### config.mk
export PLATFORM = sky130hd
export DESIGN_NAME = binlog_entry_deframer_top
export DESIGN_NICKNAME = d
export VERILOG_FILES = /design/src/sv/bed_pkg.sv /design/src/sv/binlog_entry_deframer_top.sv /design/src/sv/bed_front.sv /design/src/sv/bed_queue.sv /design/src/sv/bed_back.sv
export SDC_FILE = /design/constraint.sdc
export NUM_CORES = 1
export LEC_CHECK = 0
export BUFFER_PORTS_ARGS = -buffer_cell sky130_fd_sc_hd__buf_2
export CAP_MARGIN = 20
export CORE_UTILIZATION = 61
export DETAILED_ROUTE_END_ITERATION = 8
export PLACE_DENSITY_LB_ADDON = 0.3
export RECOVER_POWER = 25
export SYNTH_ARGS = -nofsm -noshare
export SYNTH_HDL_FRONTEND = slang
export SYNTH_SLANG_ARGS = --single-unit
### constraint.sdc
create_clock -name clk -period 27.3 [get_ports clk]
set_input_delay 4.095 -clock clk [delete_from_list [all_inputs] [get_ports clk]]
set_output_delay 4.095 -clock clk [all_outputs]
set_load 0.01 [all_outputs]
### src/sv/bed_pkg.sv
// shared types and constants for the binlog entry deframer
`timescale 1ns / 1ps

package bed_pkg;

    typedef enum logic [2:0] {
        PH_OP,
        PH_SRV,
        PH_TIME,
        PH_KLEN,
        PH_KEY,
        PH_VLEN,
        PH_VAL
    } phase_t;

    localparam logic [2:0] KIND_HDR  = 3'd0;
    localparam logic [2:0] KIND_KEY  = 3'd1;
    localparam logic [2:0] KIND_VLEN = 3'd2;
    localparam logic [2:0] KIND_VAL  = 3'd3;
    localparam logic [2:0] KIND_ERR  = 3'd4;

    localparam int IN_TDATA_W  = 8;
    localparam int OUT_TDATA_W = 112;
    localparam int OUT_TUSER_W = 4;

    typedef struct packed {
        logic [2:0]  kind;
        logic [7:0]  op_code;
        logic [31:0] server_ident;
        logic [31:0] exec_stamp;
        logic [31:0] length_value;
        logic [7:0]  payload_byte;
        logic        entry_end;
        logic        record_end;
    } result_t;

    // one queue entry: the byte's own result and/or a truncation error after it
    typedef struct packed {
        logic    has_main;
        logic    has_err;
        result_t main_res;
    } cmd_t;

endpackage

### src/sv/binlog_entry_deframer_top.sv
// top level of the binlog entry deframer
`timescale 1ns / 1ps

// Takes one record byte per cycle while the command queue is not full and splits it into
// binlog entries: a header word once the key length is in, a word per key byte, a
// value-length word and a word per value byte. A byte that ends a record mid-entry yields
// its own word (if any) and then a truncation error word, so one byte can yield two output
// words; the command queue of QUEUE_DEPTH entries between parser and output stage absorbs
// that. Sustained rate is one byte per cycle with the output ready; a word is presented
// once its byte's command, written into the queue at the accepting edge, has moved on
// into the output register.

module binlog_entry_deframer_top
#(
    parameter int QUEUE_DEPTH = 4
)
(
    input  logic                              clk,
    input  logic                              rst_n,
    input  logic                              s_axis_tvalid,
    output logic                              s_axis_tready,
    input  logic [bed_pkg::IN_TDATA_W-1:0]    s_axis_tdata,  // [7:0] data_byte
    input  logic                              s_axis_tlast,  // record_last
    output logic                              m_axis_tvalid,
    input  logic                              m_axis_tready,
    // [7:0] op_code, [39:8] server_ident, [71:40] exec_stamp,
    // [103:72] length_value, [111:104] payload_byte
    output logic [bed_pkg::OUT_TDATA_W-1:0]   m_axis_tdata,
    output logic [bed_pkg::OUT_TUSER_W-1:0]   m_axis_tuser,  // [2:0] kind, [3] entry_end
    output logic                              m_axis_tlast   // record_end
);

    logic          full;
    logic          not_empty;
    logic          push;
    logic          pop;
    bed_pkg::cmd_t push_cmd;
    bed_pkg::cmd_t head_cmd;

    bed_front u_front
    (
        .clk         (clk),
        .rst_n       (rst_n),
        .in_valid    (s_axis_tvalid),
        .queue_full  (full),
        .data_byte   (s_axis_tdata),
        .record_last (s_axis_tlast),
        .in_ready    (s_axis_tready),
        .push        (push),
        .push_cmd    (push_cmd)
    );

    bed_queue #(.DEPTH(QUEUE_DEPTH)) u_queue
    (
        .clk       (clk),
        .rst_n     (rst_n),
        .push      (push),
        .push_cmd  (push_cmd),
        .pop       (pop),
        .full      (full),
        .not_empty (not_empty),
        .head_cmd  (head_cmd)
    );

    bed_back u_back
    (
        .clk       (clk),
        .rst_n     (rst_n),
        .not_empty (not_empty),
        .head_cmd  (head_cmd),
        .out_ready (m_axis_tready),
        .pop       (pop),
        .out_valid (m_axis_tvalid),
        .out_data  (m_axis_tdata),
        .out_user  (m_axis_tuser),
        .out_last  (m_axis_tlast)
    );

endmodule

### src/sv/bed_front.sv
// front end: byte parser that classifies each byte into queued commands
`timescale 1ns / 1ps

module bed_front
(
    input  logic                clk,
    input  logic                rst_n,
    input  logic                in_valid,
    input  logic                queue_full,
    input  logic [7:0]          data_byte,
    input  logic                record_last,
    output logic                in_ready,
    output logic                push,
    output bed_pkg::cmd_t       push_cmd
);

    bed_pkg::phase_t phase_reg, phase_next;
    logic [1:0]      cnt_reg, cnt_next;
    logic [31:0]     asm_reg, asm_next;
    logic [31:0]     rem_reg, rem_next;
    logic [7:0]      held_op_reg, held_op_next;
    logic [31:0]     held_srv_reg, held_srv_next;
    logic [31:0]     held_time_reg, held_time_next;
    logic            accept;

    assign in_ready = !queue_full;
    assign accept   = in_valid && in_ready;

    always_ff @(posedge clk or negedge rst_n)
    begin
        if (!rst_n)
        begin
            phase_reg     <= bed_pkg::PH_OP;
            cnt_reg       <= 2'd0;
            asm_reg       <= 32'd0;
            rem_reg       <= 32'd0;
            held_op_reg   <= 8'd0;
            held_srv_reg  <= 32'd0;
            held_time_reg <= 32'd0;
        end
        else if (accept)
        begin
            phase_reg     <= phase_next;
            cnt_reg       <= cnt_next;
            asm_reg       <= asm_next;
            rem_reg       <= rem_next;
            held_op_reg   <= held_op_next;
            held_srv_reg  <= held_srv_next;
            held_time_reg <= held_time_next;
        end
    end

    always_comb
    begin
        logic        is_field;
        logic        full;
        logic        done;
        logic [31:0] word;
        logic [31:0] rem_dec;

        phase_next     = phase_reg;
        cnt_next       = cnt_reg;
        asm_next       = asm_reg;
        rem_next       = rem_reg;
        held_op_next   = held_op_reg;
        held_srv_next  = held_srv_reg;
        held_time_next = held_time_reg;
        push_cmd       = '0;
        full           = 1'b0;
        done           = 1'b0;
        word           = 32'd0;
        rem_dec        = rem_reg - 32'd1;

        is_field = (phase_reg == bed_pkg::PH_SRV) || (phase_reg == bed_pkg::PH_TIME) ||
                   (phase_reg == bed_pkg::PH_KLEN) || (phase_reg == bed_pkg::PH_VLEN);

        // little-endian assembly of 32-bit fields
        if (is_field)
        begin
            if (cnt_reg == 2'd3)
            begin
                full     = 1'b1;
                word     = asm_reg | {data_byte, 24'd0};
                asm_next = 32'd0;
                cnt_next = 2'd0;
            end
            else
            begin
                asm_next = asm_reg | ({24'd0, data_byte} << {cnt_reg, 3'b000});
                cnt_next = cnt_reg + 2'd1;
            end
        end

        case (phase_reg)
            bed_pkg::PH_SRV:
            begin
                if (full)
                begin
                    held_srv_next = word;
                    phase_next    = bed_pkg::PH_TIME;
                end
            end
            bed_pkg::PH_TIME:
            begin
                if (full)
                begin
                    held_time_next = word;
                    phase_next     = bed_pkg::PH_KLEN;
                end
            end
            bed_pkg::PH_KLEN:
            begin
                if (full)
                begin
                    push_cmd.has_main              = 1'b1;
                    push_cmd.main_res.kind         = bed_pkg::KIND_HDR;
                    push_cmd.main_res.op_code      = held_op_reg;
                    push_cmd.main_res.server_ident = held_srv_reg;
                    push_cmd.main_res.exec_stamp   = held_time_reg;
                    push_cmd.main_res.length_value = word;
                    rem_next                       = word;
                    phase_next = (word != 32'd0) ? bed_pkg::PH_KEY : bed_pkg::PH_VLEN;
                end
            end
            bed_pkg::PH_KEY:
            begin
                push_cmd.has_main              = 1'b1;
                push_cmd.main_res.kind         = bed_pkg::KIND_KEY;
                push_cmd.main_res.payload_byte = data_byte;
                rem_next                       = rem_dec;
                if (rem_dec == 32'd0)
                    phase_next = bed_pkg::PH_VLEN;
            end
            bed_pkg::PH_VLEN:
            begin
                if (full)
                begin
                    push_cmd.has_main      = 1'b1;
                    push_cmd.main_res.kind = bed_pkg::KIND_VLEN;
                    if (word == 32'd0)
                    begin
                        push_cmd.main_res.entry_end = 1'b1;
                        done                        = 1'b1;
                        phase_next                  = bed_pkg::PH_OP;
                    end
                    else
                    begin
                        push_cmd.main_res.length_value = word;
                        rem_next                       = word;
                        phase_next                     = bed_pkg::PH_VAL;
                    end
                end
            end
            bed_pkg::PH_VAL:
            begin
                push_cmd.has_main              = 1'b1;
                push_cmd.main_res.kind         = bed_pkg::KIND_VAL;
                push_cmd.main_res.payload_byte = data_byte;
                rem_next                       = rem_dec;
                if (rem_dec == 32'd0)
                begin
                    push_cmd.main_res.entry_end = 1'b1;
                    done                        = 1'b1;
                    phase_next                  = bed_pkg::PH_OP;
                end
            end
            default:
            begin
                // a lone trailing byte is dropped
                if (!record_last)
                begin
                    held_op_next = data_byte;
                    cnt_next     = 2'd0;
                    asm_next     = 32'd0;
                    rem_next     = 32'd0;
                    phase_next   = bed_pkg::PH_SRV;
                end
            end
        endcase

        if (record_last && (phase_reg != bed_pkg::PH_OP))
        begin
            if (done)
                push_cmd.main_res.record_end = 1'b1;
            else
            begin
                // record ended mid-entry: error after the byte's own result
                push_cmd.has_err = 1'b1;
                phase_next       = bed_pkg::PH_OP;
                cnt_next         = 2'd0;
                asm_next         = 32'd0;
                rem_next         = 32'd0;
                held_op_next     = 8'd0;
                held_srv_next    = 32'd0;
                held_time_next   = 32'd0;
            end
        end
    end

    assign push = accept && (push_cmd.has_main || push_cmd.has_err);

endmodule

### src/sv/bed_queue.sv
// command queue between parser and output stage
`timescale 1ns / 1ps

module bed_queue
#(
    parameter int DEPTH = 4
)
(
    input  logic          clk,
    input  logic          rst_n,
    input  logic          push,
    input  bed_pkg::cmd_t push_cmd,
    input  logic          pop,
    output logic          full,
    output logic          not_empty,
    output bed_pkg::cmd_t head_cmd
);

    localparam int PTR_W = $clog2(DEPTH);
    localparam int CNT_W = $clog2(DEPTH + 1);

    bed_pkg::cmd_t    mem [DEPTH];
    logic [PTR_W-1:0] wr_ptr_reg, wr_ptr_next;
    logic [PTR_W-1:0] rd_ptr_reg, rd_ptr_next;
    logic [CNT_W-1:0] count_reg, count_next;

    always_comb
    begin
        wr_ptr_next = wr_ptr_reg;
        rd_ptr_next = rd_ptr_reg;
        count_next  = count_reg;
        if (push)
            wr_ptr_next = (wr_ptr_reg == PTR_W'(DEPTH - 1)) ? '0 : wr_ptr_reg + PTR_W'(1);
        if (pop)
            rd_ptr_next = (rd_ptr_reg == PTR_W'(DEPTH - 1)) ? '0 : rd_ptr_reg + PTR_W'(1);
        if (push && !pop)
            count_next = count_reg + CNT_W'(1);
        else if (pop && !push)
            count_next = count_reg - CNT_W'(1);
    end

    always_ff @(posedge clk or negedge rst_n)
    begin
        if (!rst_n)
        begin
            wr_ptr_reg <= '0;
            rd_ptr_reg <= '0;
            count_reg  <= '0;
        end
        else
        begin
            wr_ptr_reg <= wr_ptr_next;
            rd_ptr_reg <= rd_ptr_next;
            count_reg  <= count_next;
        end
    end

    always_ff @(posedge clk)
    begin
        if (push)
            mem[wr_ptr_reg] <= push_cmd;
    end

    assign full      = (count_reg == CNT_W'(DEPTH));
    assign not_empty = (count_reg != '0);
    assign head_cmd  = mem[rd_ptr_reg];

endmodule

### src/sv/bed_back.sv
// back end: expands queued commands into output words held in a register
`timescale 1ns / 1ps

module bed_back
(
    input  logic                                clk,
    input  logic                                rst_n,
    input  logic                                not_empty,
    input  bed_pkg::cmd_t                       head_cmd,
    input  logic                                out_ready,
    output logic                                pop,
    output logic                                out_valid,
    output logic [bed_pkg::OUT_TDATA_W-1:0]     out_data,
    output logic [bed_pkg::OUT_TUSER_W-1:0]     out_user,
    output logic                                out_last
);

    logic             out_valid_reg, out_valid_next;
    bed_pkg::result_t out_res_reg, out_res_next;
    logic             second_reg, second_next;

    always_comb
    begin
        logic             load;
        logic             use_main;
        bed_pkg::result_t err_res;

        err_res            = '0;
        err_res.kind       = bed_pkg::KIND_ERR;
        err_res.entry_end  = 1'b1;
        err_res.record_end = 1'b1;

        load     = not_empty && (!out_valid_reg || out_ready);
        use_main = head_cmd.has_main && !second_reg;

        out_res_next   = out_res_reg;
        second_next    = second_reg;
        pop            = 1'b0;
        out_valid_next = out_ready ? 1'b0 : out_valid_reg;

        if (load)
        begin
            out_valid_next = 1'b1;
            out_res_next   = use_main ? head_cmd.main_res : err_res;
            // keep the entry when an error word still has to follow
            if (use_main && head_cmd.has_err)
                second_next = 1'b1;
            else
            begin
                second_next = 1'b0;
                pop         = 1'b1;
            end
        end
    end

    always_ff @(posedge clk or negedge rst_n)
    begin
        if (!rst_n)
        begin
            out_valid_reg <= 1'b0;
            second_reg    <= 1'b0;
        end
        else
        begin
            out_valid_reg <= out_valid_next;
            second_reg    <= second_next;
        end
    end

    always_ff @(posedge clk)
    begin
        out_res_reg <= out_res_next;
    end

    assign out_valid = out_valid_reg;
    assign out_data  = {out_res_reg.payload_byte, out_res_reg.length_value,
                        out_res_reg.exec_stamp, out_res_reg.server_ident,
                        out_res_reg.op_code};
    assign out_user  = {out_res_reg.entry_end, out_res_reg.kind};
    assign out_last  = out_res_reg.record_end;

endmodule

# Yosys cells after proc, flatten, opt, wreduce, memory -nomap -nowiden
# Memory sizes are Yosys's and may differ from the RTL's.
# Index checks and enable logic that the tools add are counted.
# word_totals
mem_bits_rw	476
word_cells	145
register_bits	267
n_memories	1
# memory_table
memory	words	width	read_ports	rd_ports_with_merged_regs	wr	line_no	rtl
u_queue.mem	4	119	1	0	1	bed_queue.sv:22	bed_pkg::cmd_t mem [DEPTH];
# classes
n_reduce_logical	29
n_mux	76
add_sub_neg	6
n_bitwise	2
n_shift	1
eq_ne	10
# op_table
op	n
$mux 32	24
$pmux 32 s4	1
$mux 104	1
$mux 72	1
$logic_not 32->1	2
$or 32x32->32	2
$pmux 32 s2	1
$mux 8	5
$mux 3	12
$reduce_bool 32->1	1
$shl 8x5->32	1
$sub 32x1->32 const B	1
$mux 1	18
$mux 2	9
$pmux 3 s6	1
$eq 3x3->1 const B	4
$pmux 3 s4	1
$logic_and 1x1->1	8
$add 2x1->2 const B	3
$eq 2x2->1 const B	3
$eq 3x2->1 const B	2
$reduce_bool 3->1	2
$reduce_or 2->1	3
$reduce_or 6->1	1
7 further kinds	17

# Depth between registers and ports, before layout
# Gate-level depths: netlist (run 1).
# depth
ltp_word	17
mapped_depth	14

# Cells and area by module
# From an unflattened synthesis (run 1), not the netlist that was laid out.
# hier_totals
hier_cells	1770
area_unflattened_um2	30055.1
# modules_own_cells
mod	cells_each	seq_area_each_um2	n_inst	area_each_um2
bed_queue	658	14468.9	1	17595.6
bed_front	855	3528.4	1	7968.9
bed_back	257	3563.4	1	4490.6

# Worst setup path after synthesis (run 1)
# Ideal clock, no wire load.
# synth_timing
kind	in2reg
start	input port m_axis_tready
end	register u_queue.count_reg[1]
setup_time_ps	125
path_stages	7
setup_slack_ps	15005
t_arrival_ps	12170
path_cell_list	inv_1 -> a21oi_1 -> o21ai_1 -> ha_1 -> inv_1 -> fa_1 -> mux2_2
# synth_between
elab_chain_len	6
# synth_lines
item	line_no	rtl
start: declaration	binlog_entry_deframer_top.sv:25	input logic m_axis_tready,
$logic_or 1x1->1	bed_back.sv:33	load = not_empty && (!out_valid_reg || out_ready);
$logic_and 1x1->1	bed_back.sv:33	
$mux 1	bed_back.sv:41	if (load)
$logic_not 1->1	bed_queue.sv:36	if (push && !pop)
$logic_and 1x1->1	bed_queue.sv:36	
$mux 3	bed_queue.sv:36	
net u_queue.count_next[1]	bed_queue.sv:25	logic [CNT_W-1:0] count_reg, count_next;
end signal: assignment	bed_queue.sv:54	count_reg <= count_next;
end: declaration	bed_queue.sv:25	
# The timed path passes the listed nets, and every way through them passes these cells.
# A chain may end at the register's enable or synchronous reset.

# Worst setup path in the final report (run 1)
# layout_timing
start	register u_queue.rd_ptr_reg[0]
end	register u_back.out_res_reg, in the netlist u_back.out_data[73], data pin
# layout_between
elab_chain_len	2
# layout_lines
item	line_no	rtl
start: declaration	bed_queue.sv:24	logic [PTR_W-1:0] rd_ptr_reg, rd_ptr_next;
start signal: assignment	bed_queue.sv:53	rd_ptr_reg <= rd_ptr_next;
$mem_v2 4x119 *	n/a	
$logic_and 1x1->1	bed_back.sv:34	use_main = head_cmd.has_main && !second_reg;
end signal: assignment	bed_back.sv:72	out_res_reg <= out_res_next;
end: declaration	bed_back.sv:19	bed_pkg::result_t out_res_reg, out_res_next;
# Every way passes the cells marked *; elsewhere a longest branch is shown, timed or not.

==> impl_metrics.csv, run 1 <==
group,metric,value,unit
run_status,outcome,"finished, violations left",
run_status,violations,"max-capacitance violations, max-slew violations",
route,postRouteAntennaNets,0,
critical_path,critPathCaptureType,"register",
clock_network,clkSlewWorstSetupHoldPaths,60,ps
global_route,overflow,0,
critical_path,startpoint,"u_queue.rd_ptr_reg[0]",
floorplan,fp.dieW,225,um
timing,rsz0062_at_grt,"false",
timing,slew_headroom,-1.31,
floorplan,fp-row-count,81,
timing,fmax,0.131,GHz
critical_path,r2r_slack,19680,ps
global_route,grt_usage,0.294,
cells_and_area,multi_input_area,8190,um2
clock_network,root_buffer,"clkbuf_16",
clock_network,post_cts_buffers,0,
clock_network,htree_levels,3,
logic_synthesis,yosys_register_bits,739,
logic_synthesis,synth_edf_count,589,
critical_path,r2r_start,"u_queue.rd_ptr_reg[0]",
route,post-route-drc-count,0,
pwr,p_leak,12.1,nW
clock_network,clk_path_buf_depth,3,
floorplan,design.die.area,50500,um2
clock_network,clock_latency,620,ps
timing,fin_crit,7620,ps
hold_path,whs_path_depth,1,
logic_synthesis,synth_ff_type,"edfxtp_1",
clock_network,cts_tree,"built",
cells_and_area,seq_area,21400,um2
timing,finalHoldViolCount,0,
global_route,grt_pass1_vias,17500,
timing,clock_skew,31.7,ps
clock_network,ctsResizeCount,0,
placed_design,gp_routability_congestion,0.954,
route,vias,17800,
critical_path,cp_data_arrival_time,7790,ps
floorplan,initial_utilization,0.618,
logic_synthesis,synth.cell_area,30300,um2
floorplan,fp.coreArea,49000,um2
timing,drv_slew,267,
clock_network,clock-sinks,739,
floorplan,ioPinCount,132,
cells_and_area,largest_reg_flops,472,
logic_synthesis,seq_area_frac_synth,0.709,
placed_design,portBuffers,131,
route,dr.pass1.iters,8,
critical_path,rr_endpoint,"u_back.out_data[73]",
critical_path,reg2regPathDepth,4,
job,cap_violations,5,
critical_path,crit_type,"reg -> reg",
timing,whs,488,ps
cells_and_area,filler_cell_count,3020,
logic_synthesis,synth_area_per_cell,16.1,um2
floorplan,die_h,225,um
cells_and_area,drive_gt1_frac,0.204,
placed_design,dp_hpwl,43.1,mm
pwr,powerDensity,106,nW/um2
logic_synthesis,syn_nets,1898,
cells_and_area,top_register,"u_queue.mem",
clock_network,cts_hold_buf,0,
critical_path,critPathRequiredTime,27470,ps
logic_synthesis,yosysUniqueCellTypes,72,
route,dr.first_iter.drc_count,2035,
critical_path,cp-endpoint,"u_back.out_data[73]",
global_route,grt_max_degree,83,
cells_and_area,final_cell_area,33900,um2
clock_network,numCtsBuffers,73,
logic_synthesis,yosys_warnings,0,
global_route,antenna_found_initial,2,
cells_and_area,fin_nets,2017,
timing,worst_pin_slew,3470,ps
timing,timing.setup.tns,0,ps
cells_and_area,final_util,0.692,
placed_design,dpl_cell_area,31500,um2
critical_path,cp-start-kind,"register",
timing,fin_crit_sh,0.279,
pwr,vdd_drop_max,77.4,uV
route,wl_per_cell,26.5,um
route,viasPerCell,6.55,
timing,setup_viol,0,
logic_synthesis,synth-async-reset-ratio,0.203,
cells_and_area,area_growth,12.0,%
critical_path,path_max_fanout,77,
hold_path,hold_path.class,"reg -> reg",
logic_synthesis,syn_inst,1875,
global_route,grt_first_pass_wirelength,109,mm
route,totalWireLength,72.2,mm
-- power breakdown --
group	switching (mW)	total [mW]	internal, mW	leakage [nW]
Clock	0.421	0.985	0.563	1.15
Sequential	0.176	1.62	1.45	7.63
Combinational	0.578	0.987	0.408	3.30
-- kinds of logic (layout without fill, tap and decap cells) --
group	count (synthesis)	count (layout)	share of synthesized area
fa+ha+maj	10	10	0.00438
xor+xnor	14	14	0.00430
mux	123	123	0.0897
flops	739	739	0.709
compound gates	337	337	0.0778
simple gates	497	497	0.0937
other cells	0	1	0
buf+inv	155	334	0.0213
-- cell type report --
type                    count  area share
multi-input cells         981       0.242
repair buffers            164      0.0267
clock buffers             109      0.0627
inverters                  35     0.00388
clock inverters            26     0.00713
diodes                      1   0.0000739
flip-flops and latches    739       0.633
well taps                 664      0.0245
-- cells in the final DEF (no fill, tap or decap), drive strengths merged, types with 12 or more instances in the layout --
master	instances
nand2	73
mux4	118
clkbuf	114
nor4	25
a22o	52
clkinv	15
inv	40
nand3	15
o211ai	22
and2	94
nor2	49
buf	159
o21ai	46
o22ai	12
o31ai	13
dfrtp	150
nor2b	135
nand4	12
o2bb2ai	15
a21oi	93
nor3	36
edfxtp	589
-- through the flow --
stage / setup slack (ps) / cells / power (mW)
4_1_cts: 19790 / 2714 / 3.60
6_report: 19680 / 2719 / 3.60
5_1_grt: 18790 / 2718 / 3.75
2_1_floorplan: 15010 / 1875 / 2.27
3_3_place_gp: 19240 / 2577 / 2.59
3_5_place_dp: 19150 / 2579 / 2.61
-- worst min path at each step --
stage | endpoint | start | slack (ps)
after floorplan | u_front.held_srv_reg[24] | u_front.held_srv_reg[24] | 450
after global routing | u_back.second_reg | u_back.second_reg | 510
final | u_back.second_reg | u_back.second_reg | 490
after CTS | u_front.held_time_reg[25] | u_front.held_time_reg[25] | 500
after detailed placement | u_front.held_time_reg[25] | u_front.held_time_reg[25] | 470
after global placement | u_front.held_time_reg[24] | u_front.held_time_reg[24] | 470
-- metal layers --
metal,part of all wire,vias up,GRT usage
li1,-,7571,-
met1,0.40,9160,0.419
met2,0.49,929,0.461
met3,0.086,139,0.0581
met4,0.028,0,0.101
met5,0,-,0
-- cells in the mapped netlist, types with 6 or more instances --
library cell,n,share of area
or3_1,9,0.0019
ha_1,9,0.0037
o21ai_0,42,0.0069
and3_1,11,0.0023
dfrtp_1,150,0.12
xnor2_1,10,0.0029
a31oi_1,7,0.0014
nand2b_1,7,0.0014
o22ai_1,12,0.0025
a211oi_1,8,0.0020
nand2_1,72,0.0089
nor3b_1,6,0.0015
o31ai_1,13,0.0032
nor2b_1,135,0.028
mux4_2,118,0.088
or4_1,8,0.0020
o41ai_1,9,0.0026
buf_6,7,0.0026
clkbuf_1,91,0.011
o2bb2ai_1,15,0.0043
inv_1,35,0.0043
and2_1,93,0.019
nor4_1,21,0.0043
buf_1,13,0.0016
nor2_1,49,0.0061
a22oi_1,8,0.0020
nand3_1,15,0.0025
a21oi_1,93,0.015
buf_2,9,0.0015
nor3_1,36,0.0060
edfxtp_1,589,0.58
a22o_1,52,0.015
a2111oi_0,7,0.0020
nand4_1,12,0.0025
o211ai_1,22,0.0055
o221ai_1,9,0.0026
-- critical path: stages, from the launching register on --
cell,delay (ps)
dfrtp_1,2240
mux4_2,720
nand2b_1,1280
clkbuf_1,2510
nor2b_1,310
Power figures use the tool's default switching activity.
==> run 2, diff against run 1 <==
==> constraint.sdc (replaced) <==
create_clock -name clk -period 7.8 [get_ports clk]
set_input_delay 1.17 -clock clk [delete_from_list [all_inputs] [get_ports clk]]
set_output_delay 1.17 -clock clk [all_outputs]
set_load 0.01 [all_outputs]
==> run 2 against run 1 <==
Compared with the run above: the flow still finishes with violations (max-capacitance violations, max-slew violations); global-route usage fell by 0.36 points; utilization barely moved; critical path depth fell by 2; clock-buffer cell count fell by 6; worst hold slack improved by 11 ps; critical endpoint is now u_queue.rd_ptr_reg[0]; highest routed layer is now met5.
==> impl_metrics.csv, run 2 (synthesis results as in run 1) <==
group,metric,value,unit
timing,worst_pin_slew,4820,ps
critical_path,max_stage_delay,3320,ps
critical_path,cp-start-kind,"primary input",
pwr,vdd_drop_max,395,uV
timing,rsz0062_at_grt,"false",
route,vias,17600,
cells_and_area,finalNonFillerCells,2723,
timing,timing.setup.tns,0,ps
cells_and_area,drive_gt1_frac,0.148,
clock_network,clkSlewWorstSetupHoldPaths,60,ps
cells_and_area,largest_reg_flops,472,
timing,slew_headroom,-2.21,
route,postRouteAntennaNets,0,
timing,fmax,0.195,GHz
critical_path,timing.critical_path.buf_inv,2,
timing,fin_crit,5140,ps
global_route,grt_usage,0.290,
pwr,p_leak,11.9,nW
route,dr.first_iter.drc_count,2056,
route,totalWireLength,71.5,mm
critical_path,critPathCaptureType,"async pin",
timing,fin_crit_sh,0.659,
route,dr.pass1.iters,5,
clock_network,numCtsBuffers,74,
route,wl_per_cell,26.3,um
hold_path,hold_path.class,"reg -> reg",
global_route,grt_first_pass_wirelength,108,mm
placed_design,dp.cells,2583,
clock_network,cts_hold_buf,0,
floorplan,fp-row-count,81,
route,post-route-drc-count,0,
clock_network,root_buffer,"clkbuf_16",
critical_path,crit_path_top_delay_cell,"clkbuf_1",
pwr,powerDensity,371,nW/um2
placed_design,gp_routability_congestion,0.985,
route,viasPerCell,6.46,
critical_path,path_max_fanout,82,
floorplan,ioPinCount,132,
floorplan,design.die.area,50500,um2
critical_path,crit_type,"in -> async",
global_route,grt_max_degree,83,
floorplan,die_h,225,um
floorplan,fp.coreArea,49000,um2
clock_network,clk_path_buf_depth,3,
job,cap_violations,3,
cells_and_area,final_cell_mix,"edfxtp_1, dfrtp_1, clkbuf_1",
cells_and_area,fin_nets,2020,
clock_network,post_cts_buffers,0,
cells_and_area,layout_commonest_cell,"edfxtp_1",
timing,clock_skew,28.6,ps
timing,finalHoldViolCount,0,
timing,drv_slew,163,
run_status,violations,"max-capacitance violations, max-slew violations",
critical_path,cp_cell_sequence,"clkbuf_1 > buf_4",
clock_network,htree_levels,3,
floorplan,initial_utilization,0.618,
global_route,antenna_found_initial,3,
clock_network,cts_tree,"built",
clock_network,clock_latency,610,ps
cells_and_area,top_register,"u_queue.mem",
global_route,overflow,0,
critical_path,critPathTopFamily,"buffers and inverters",
critical_path,cp_data_arrival_time,5660,ps
global_route,grt_pass1_vias,17400,
cells_and_area,area_growth,12.0,%
placed_design,dp_hpwl,43.6,mm
timing,setup_viol,0,
clock_network,ctsResizeCount,0,
floorplan,fp.dieW,225,um
clock_network,clock-sinks,739,
placed_design,portBuffers,131,
critical_path,critPathRequiredTime,8320,ps
run_status,outcome,"finished, violations left",
-- run 2: cell types whose count changed in the layout (fill, tap and decap cells not counted), sizes merged --
cell / previous run / this run
clkinvlp: 4 / 3
bufinv: 2 / 4
clkbuf: 114 / 226
clkinv: 15 / 24
buf: 159 / 43
inv: 40 / 38
-- run 2: worst paths after layout --
kind / startpoint / endpoint / slack (ps) / depth (start not counted)
hold / removal: u_back.second_reg / u_back.second_reg / 500 / 1
max in group clk: m_axis_tready / u_queue.count_reg[1] / 2750 / 9
setup / recovery: rst_n / u_queue.rd_ptr_reg[0] / 2660 / 2
min in group asynchronous: rst_n / u_front.rem_reg[8] / 2300 / 1
hold reg to reg: u_back.second_reg / u_back.second_reg / 500 / 1
setup reg to reg: u_front.rem_reg[2] / u_front.held_time_reg[12] / 2810 / 8
-- run 2: final cells by class --
class / instances / area (um2)
Clock inverter: 34 / 325
Sequential cell: 739 / 21400
Inverter: 35 / 131
Multi-Input combinational cell: 981 / 8200
Fill cell: 3183 / 15100
Clock buffer: 103 / 2100
Timing Repair Buffer: 166 / 825
Tap cell: 664 / 831
Antenna cell: 1 / 2.50
-- run 2: through the flow --
| step | hold WS (ps) | total power, mW | setup WS, ps | utilization | cell area [um2] |
|---|---|---|---|---|---|
| floorplan | 448 | 7.92 | 1440 | - | 30300 |
| global placement | 472 | 9.04 | 3090 | 0.644 | 31500 |
| detailed placement | 473 | 9.14 | 2910 | 0.645 | 31600 |
| CTS | 497 | 12.7 | 2820 | 0.694 | 34000 |
| global route | 518 | 13.1 | 1710 | 0.692 | 33900 |
| finish | 499 | 12.6 | 2660 | 0.692 | 33900 |
-- run 2: routing by layer --
| layer | track usage | wire, um |
|---|---|---|
| met5 | 0 | 15 |
| met4 | 0.135 | 3060 |
| met3 | 0.0584 | 6480 |
| met2 | 0.435 | 33200 |
| met1 | 0.417 | 28800 |
-- run 2: power by group --
part | switching, mW | internal (mW)
combinational | 2.05 | 1.33
clock | 1.48 | 2.04
sequential | 0.609 | 5.07
total | 4.13 | 8.44
